## config.mk

```make
export PLATFORM = sky130hd
export DESIGN_NAME = mdfs_cell
export DESIGN_NICKNAME = d
export VERILOG_FILES = /design/src/mdfs_pkg.sv /design/src/mdfs_cell.sv
export SDC_FILE = /design/constraint.sdc
export NUM_CORES = 1
export LEC_CHECK = 0
export ABC_AREA = 1
export BUFFER_PORTS_ARGS = -buffer_cell sky130_fd_sc_hd__buf_2
export CAP_MARGIN = 30
export CORE_MARGIN = 4
export CORE_UTILIZATION = 43
export CTS_CLUSTER_DIAMETER = 60
export DETAILED_ROUTE_END_ITERATION = 6
export PLACE_DENSITY = 0.84
export SLEW_MARGIN = 20
export SYNTH_ARGS = -nofsm -noshare
export SYNTH_HDL_FRONTEND = slang
export SYNTH_SLANG_ARGS = --single-unit
```

## constraint.sdc

```tcl
create_clock -name i_clk -period 1.5 [get_ports i_clk]
set_clock_uncertainty 0.15 [all_clocks]
set_input_delay 0.225 -clock i_clk [delete_from_list [all_inputs] [get_ports i_clk]]
set_output_delay 0.225 -clock i_clk [all_outputs]
set_load 0.05 [all_outputs]
```

## src/mdfs_pkg.sv

```systemverilog
package mdfs_pkg;

    localparam int DATA_W             = 16;
    localparam int COEF_W             = 16;
    localparam int TAP_CNT_W          = 6;
    localparam int SLOT_W             = 5;
    localparam int CFG_IDX_W          = 1;
    localparam int CFG_DATA_W         = 6;
    localparam int DEF_MAX_TAPS       = 32;
    localparam int DEF_COEF_FRAC_BITS = 10;
    localparam int DEF_TAPS           = 21;

    localparam logic [CFG_IDX_W-1:0] REG_FILTER_ENABLE = 1'b0;
    localparam logic [CFG_IDX_W-1:0] REG_TAP_COUNT     = 1'b1;

    localparam logic KIND_SAMPLE = 1'b0;
    localparam logic KIND_COEF   = 1'b1;

    localparam logic AXIS_X = 1'b0;
    localparam logic AXIS_Y = 1'b1;

    typedef struct packed {
        logic clear;
        logic shift;
        logic rotate;
    } t_cell_ctl;

endpackage

```

## src/mdfs_cell.sv

```systemverilog
module mdfs_cell #(
    parameter logic [mdfs_pkg::COEF_W-1:0] RST_COEF = '0
) (
    input  logic                          i_clk,
    input  logic                          i_rst_n,
    input  mdfs_pkg::t_cell_ctl           i_ctl,
    input  logic                          i_coef_we_x,
    input  logic                          i_coef_we_y,
    input  logic [mdfs_pkg::COEF_W-1:0]   i_coef_value,
    input  logic [mdfs_pkg::DATA_W-1:0]   i_shift_x,
    input  logic [mdfs_pkg::DATA_W-1:0]   i_shift_y,
    input  logic [mdfs_pkg::DATA_W-1:0]   i_rot_hist_x,
    input  logic [mdfs_pkg::DATA_W-1:0]   i_rot_hist_y,
    input  logic [mdfs_pkg::COEF_W-1:0]   i_rot_coef_x,
    input  logic [mdfs_pkg::COEF_W-1:0]   i_rot_coef_y,
    output logic [mdfs_pkg::DATA_W-1:0]   o_hist_x,
    output logic [mdfs_pkg::DATA_W-1:0]   o_hist_y,
    output logic [mdfs_pkg::COEF_W-1:0]   o_coef_x,
    output logic [mdfs_pkg::COEF_W-1:0]   o_coef_y
);
    import mdfs_pkg::*;

    logic [DATA_W-1:0] r_hist_x;
    logic [DATA_W-1:0] r_hist_y;
    logic [COEF_W-1:0] r_coef_x;
    logic [COEF_W-1:0] r_coef_y;

    always_ff @(posedge i_clk) begin
        if (!i_rst_n) begin
            r_hist_x <= '0;
            r_hist_y <= '0;
        end else if (i_ctl.clear) begin
            r_hist_x <= '0;
            r_hist_y <= '0;
        end else if (i_ctl.shift) begin
            r_hist_x <= i_shift_x;
            r_hist_y <= i_shift_y;
        end else if (i_ctl.rotate) begin
            r_hist_x <= i_rot_hist_x;
            r_hist_y <= i_rot_hist_y;
        end
    end

    always_ff @(posedge i_clk) begin
        if (!i_rst_n) begin
            r_coef_x <= RST_COEF;
            r_coef_y <= RST_COEF;
        end else if (i_ctl.rotate) begin
            r_coef_x <= i_rot_coef_x;
            r_coef_y <= i_rot_coef_y;
        end else begin
            if (i_coef_we_x) begin
                r_coef_x <= i_coef_value;
            end
            if (i_coef_we_y) begin
                r_coef_y <= i_coef_value;
            end
        end
    end

    assign o_hist_x = r_hist_x;
    assign o_hist_y = r_hist_y;
    assign o_coef_x = r_coef_x;
    assign o_coef_y = r_coef_y;

endmodule

```

==> results.sh, run 1 <==
export IMPL_p_leak_nw=2.71
export IMPL_r2r_cells=4
export IMPL_yosysTopAreaCell="dfxtp_1"
export IMPL_overflow=0
export IMPL_cts_tree="done"
export IMPL_peakVddDrop_mv=0.430
export IMPL_pwr_density_cell_nw_per_um2=1010
export IMPL_clk_pin_slew_ns=0.07
export IMPL_firstDrtPassIters=5
export IMPL_cts_max_path_buffers=2
export IMPL_setup_viol=0
export IMPL_crit_arrival_ns=0.96
export IMPL_synth_net_count=607
export IMPL_crit_family="flip-flops"
export IMPL_fp_coreArea_um2=6870
export IMPL_critPathKind="flop to output pin"
export IMPL_finalMaxSlewViolations=0
export IMPL_fin_setup_tns_ns=0
export IMPL_area_growth_pct=40.4
export IMPL_antenna_left=0
export IMPL_syn_inst=488
export IMPL_cp_required_ns=1.12
export IMPL_hp_class="input pin to flop"
export IMPL_postCtsSetupBuffers=0
export IMPL_cp_endpoint="o_hist_y[12]"
export IMPL_whs_ns=0.0417
export IMPL_cts_made_buffers=9
export IMPL_hpwl_mm=7.15
export IMPL_worst_pin_slew_ns=0.330
export IMPL_synthTopCellsByArea="dfxtp_1 42%, nand2_1 24%, nand3_1 21%"
export IMPL_status="finished, final reports clean"
export IMPL_rsz0062_at_grt="no"
export IMPL_viasPerCell=4.89
export IMPL_ys_warn_count=0
export IMPL_gp_congestion=0.833
export IMPL_wire_per_inst_um=12.4
export IMPL_postCtsHoldBufs=0
export IMPL_syn_avg_cell_area_um2=6.27
export IMPL_hold_viol=0
export IMPL_min_period_ns=1.33
export IMPL_grt_util_all_layers=0.212
export IMPL_die_w_um=92.4
export IMPL_synth_distinct_cells=9
export IMPL_crit_start="o_hist_y[12]"
export IMPL_cts_root_buffer="clkbuf_8"
export IMPL_worstSkewPairLatency_ns=0.32
export IMPL_slowest_delay_ns=0.36
export IMPL_portBuffers=182
export IMPL_rr_endpoint="o_coef_y[1]"
export IMPL_start_util=0.446
export IMPL_die_area_um2=8530
export IMPL_post_cts_resize_count=0
export IMPL_ioPinCount=183
export IMPL_crit_path_cell_trace="buf_2"
export IMPL_cts_sinks=64
export IMPL_synth_top_area_share=0.419
export IMPL_crit_buf_inv=1
export IMPL_row_count=30
export IMPL_htree_levels=3
export IMPL_end_kind="output pin"
export IMPL_final_nets=778
export IMPL_cp_slowest_cell="dfxtp_1"
export IMPL_cp_depth=1
export IMPL_n_antenna_cell=0
export IMPL_syn_area_um2=3060
export IMPL_grt_pass1_vias=3464
export IMPL_fin_crit_sh=0.888
export IMPL_ys_ff_latch=64
export IMPL_nFillCells=626
export IMPL_vias=3711
export IMPL_drt_initial_drc_count=201
export IMPL_slew_headroom=0.780
export IMPL_grt_max_degree=62
export IMPL_worstReg2RegStart="o_coef_y[1]"
export IMPL_grt_pass1_wl_mm=14.9
export IMPL_path_max_fanout=2
export IMPL_cap_violations=0
export IMPL_wl_mm=9.42
export IMPL_reg2reg_slack_ns=0.69
export IMPL_synth_seq_area_share=0.419
export IMPL_fmaxAchievable_mhz=751
export IMPL_fp_dieH_um=92.4
export IMPL_start_kind="flop"
export IMPL_layout_drive_gt1_share=0.317
export IMPL_antenna_found_initial=0
export IMPL_drc=0
==> synthesized netlist by cell type <==
cell type and count:
nand2_1 192, nand3_1 128, inv_1 67, dfxtp_1 64, buf_2 16, clkbuf_1 12
nor2_1 4, buf_1 3, buf_4 2
==> sequential cells by signal (all words and copies together), names as in the netlist <==
signal    flops
o_coef_x     16
o_coef_y     16
o_hist_x     16
o_hist_y     16
==> cell type report <==
cell class,instances,area (um2),area share
multi-input cells,324,1380,0.322
flip-flops and latches,64,1280,0.298
repair buffers,193,1060,0.246
inverters,67,251,0.0585
clock buffers,12,165,0.0385
well taps,96,120,0.0280
clock inverters,3,40.0,0.00932
==> logic make-up after synthesis <==
group         count (synthesis)  synth area share
flops                        64             0.419
buf+inv                     100             0.132
simple gates                324             0.450
==> layout by cell type (no fill, tap or decap) <==
| master | instances |
|---|---|
| nand3_1 | 128 |
| buf_4 | 6 |
| nand2_1 | 192 |
| clkinv_2 | 2 |
| buf_12 | 5 |
| bufinv_16 | 1 |
| nor2_1 | 2 |
| nor2_2 | 2 |
| inv_1 | 67 |
| buf_2 | 182 |
| clkbuf_8 | 12 |
| dfxtp_1 | 64 |
==> per-stage QoR <==
stage	worst slack, ns	utilization	area [um2]	total power (W)	instances
after CTS	0.139	0.625	4300	0.00440	759
after global routing	0.115	0.625	4300	0.00458	759
after floorplan	0.251	-	3060	0.00252	488
after global placement	0.218	0.595	4090	0.00285	744
after detailed placement	0.207	0.595	4090	0.00287	744
final	0.168	0.625	4300	0.00436	759
==> routing by layer <==
metal  share of wire  up-vias  wire length (um)  GRT usage
met4           0.020        0               188      0.106
met1            0.40     1679              3750      0.249
met3           0.071       24               671     0.0422
met5               0        -                 0          0
li1                -     1842                 -          -
met2            0.51      166              4810      0.365
==> worst min-delay path by stage <==
stage / start / endpoint / slack, ns / depth (start not counted)
2_1_floorplan: i_ctl[2] / o_hist_x[7] / 0.26 / 3
3_3_place_gp: o_hist_y[3] / o_hist_y[3] / 0.36 / 4
3_5_place_dp: o_hist_x[0] / o_hist_x[0] / 0.37 / 4
4_1_cts: i_rot_coef_x[0] / o_coef_x[0] / 0.02 / 5
5_1_grt: i_shift_y[3] / o_hist_y[3] / 0.03 / 5
6_report: i_shift_y[1] / o_hist_y[1] / 0.04 / 5
==> report_power, final <==
group          total [W]  internal, W  switching, W
combinational   0.000993     0.000326      0.000668
sequential       0.00184      0.00179     0.0000486
clock            0.00152     0.000890      0.000634
total            0.00436      0.00301       0.00135
Power figures use the tool's default switching activity.
==> run 2, diff against run 1 <==
--- a/config.mk
+++ b/config.mk
@@ -8,11 +8,13 @@
 export ABC_AREA = 1
 export BUFFER_PORTS_ARGS = -buffer_cell sky130_fd_sc_hd__buf_2
 export CAP_MARGIN = 30
+export CELL_PAD_IN_SITES_DETAIL_PLACEMENT = 0
+export CELL_PAD_IN_SITES_GLOBAL_PLACEMENT = 2
 export CORE_MARGIN = 4
-export CORE_UTILIZATION = 43
+export CORE_UTILIZATION = 20
 export CTS_CLUSTER_DIAMETER = 60
 export DETAILED_ROUTE_END_ITERATION = 6
-export PLACE_DENSITY = 0.84
+export PLACE_DENSITY = 0.82
 export SLEW_MARGIN = 20
 export SYNTH_ARGS = -nofsm -noshare
 export SYNTH_HDL_FRONTEND = slang
==> results.sh, run 2 (synthesis results as in run 1) <==
export IMPL_status="finished, final reports clean"
export IMPL_final_nets=780
export IMPL_grt_pass1_wl_mm=18.3
export IMPL_antenna_found_initial=0
export IMPL_final_cell_mix="192 x nand2_1, 182 x buf_2, 128 x nand3_1, 67 x inv_1, 64 x dfxtp_1"
export IMPL_firstDrtPassIters=5
export IMPL_wl_mm=11.2
export IMPL_overflow=0
export IMPL_cts_max_path_buffers=2
export IMPL_peakVddDrop_mv=0.401
export IMPL_grt_max_degree=37
export IMPL_r2r_cells=4
export IMPL_crit_family="flip-flops"
export IMPL_hpwl_mm=8.65
export IMPL_postCtsSetupBuffers=0
export IMPL_nFillCells=1672
export IMPL_cp_required_ns=1.12
export IMPL_end_kind="output pin"
export IMPL_cts_tree="done"
export IMPL_setup_viol=0
export IMPL_fp_dieH_um=132
export IMPL_start_kind="flop"
export IMPL_dp_cells=834
export IMPL_worstSkewPairLatency_ns=0.33
export IMPL_clk_pin_slew_ns=0.05
export IMPL_portBuffers=182
export IMPL_antenna_left=0
export IMPL_hold_depth=5
export IMPL_gp_congestion=0.804
export IMPL_place_ws_ns=-0.124
export IMPL_fin_area_um2=4490
export IMPL_reg2reg_slack_ns=0.69
export IMPL_finalMaxSlewViolations=0
export IMPL_start_util=0.207
export IMPL_crit_buf_inv=1
export IMPL_n_antenna_cell=0
export IMPL_crit_path_cell_trace="buf_2"
export IMPL_post_cts_resize_count=0
export IMPL_crit_arrival_ns=0.95
export IMPL_die_area_um2=17300
export IMPL_area_growth_pct=46.8
export IMPL_cts_root_buffer="clkbuf_16"
export IMPL_wire_per_inst_um=13.2
export IMPL_grt_pass1_vias=3544
export IMPL_htree_levels=3
export IMPL_fp_coreArea_um2=14800
export IMPL_cp_depth=1
export IMPL_holdPathEnd="o_coef_y[3]"
export IMPL_cap_violations=0
export IMPL_ioPinCount=183
export IMPL_fin_crit_sh=0.886
export IMPL_worst_pin_slew_ns=0.779
export IMPL_cts_sinks=64
export IMPL_fin_cells=849
export IMPL_row_count=44
export IMPL_fin_ws_ns=0.171
export IMPL_hp_class="input pin to flop"
export IMPL_drc=0
export IMPL_fmaxAchievable_mhz=752
export IMPL_final_common_cell="nand2_1"
export IMPL_rr_endpoint="o_hist_x[3]"
export IMPL_rsz0062_at_grt="no"
export IMPL_pwr_density_cell_nw_per_um2=1140
export IMPL_min_period_ns=1.33
export IMPL_fin_total_pwr_w=0.00510
export IMPL_worstReg2RegStart="o_hist_x[3]"
export IMPL_path_max_fanout=2
export IMPL_cp_slowest_cell="dfxtp_1"
export IMPL_postCtsHoldBufs=0
export IMPL_vias=3586
export IMPL_viasPerCell=4.22
export IMPL_die_w_um=132
export IMPL_slew_headroom=0.479
export IMPL_drt_initial_drc_count=178
export IMPL_slowest_delay_ns=0.35
export IMPL_grt_util_all_layers=0.130
export IMPL_min_delay_start="i_rot_coef_y[3]"
export IMPL_placedInstanceArea_um2=4170
export IMPL_p_leak_nw=2.75
export IMPL_cts_made_buffers=9
export IMPL_hold_viol=0
export IMPL_critPathKind="flop to output pin"
export IMPL_layout_drive_gt1_share=0.317
==> run 2: cell types whose count changed in the layout (fill, tap and decap cells not counted), sizes merged <==
cell    delta
bufinv     +1
buf        +2
clkinv     -1
==> run 2: worst max path at each step <==
stage,endpoint,startpoint
after floorplan,o_coef_x[10],i_coef_we_x
after global placement,o_hist_x[2],i_ctl[1]
after detailed placement,o_hist_y[0],i_ctl[1]
after CTS,o_coef_x[5],o_coef_x[5]
after global routing,o_hist_y[9],i_ctl[1]
final,o_coef_x[7],o_coef_x[7]
==> run 2: report_power, final <==
| group | switching [W] | internal [W] | total, W |
|---|---|---|---|
| Combinational | 0.000681 | 0.000316 | 0.000997 |
| Sequential | 0.0000481 | 0.00179 | 0.00184 |
| Clock | 0.000732 | 0.00153 | 0.00227 |
| Total | 0.00146 | 0.00364 | 0.00510 |
==> run 2: cell type report <==
cell class	instances	area, um2	area share
repair buffers	195	1020	0.227
well taps	184	230	0.0513
clock buffers	12	256	0.0571
multi-input cells	324	1390	0.309
flip-flops and latches	64	1280	0.285
inverters	67	251	0.0560
clock inverters	3	65.1	0.0145
==> run 2: metal layers <==
metal,vias to the layer above,GRT usage,share of wire
met2,126,0.215,0.48
li1,1846,-,-
met1,1601,0.155,0.43
met3,13,0.0466,0.078
met5,-,0,0
met4,0,0.0461,0.014
==> run 2: tightest hold or removal path, stage by stage <==
cell,delay [ns]
buf_2,0.07
nand2_1,0.04
nand3_1,0.07
nand2_1,0.04
inv_1,0.04
==> run 2: through the flow <==
step / hold slack (ns) / TNS [ns] / util
after global routing: 0.0456 / 0 / 0.304
after detailed placement: 0.374 / -4.16 / 0.283
after CTS: 0.0228 / 0 / 0.304
after global placement: 0.365 / -16.07 / 0.282
final: 0.0413 / 0 / 0.304
after floorplan: 0.264 / 0 / -
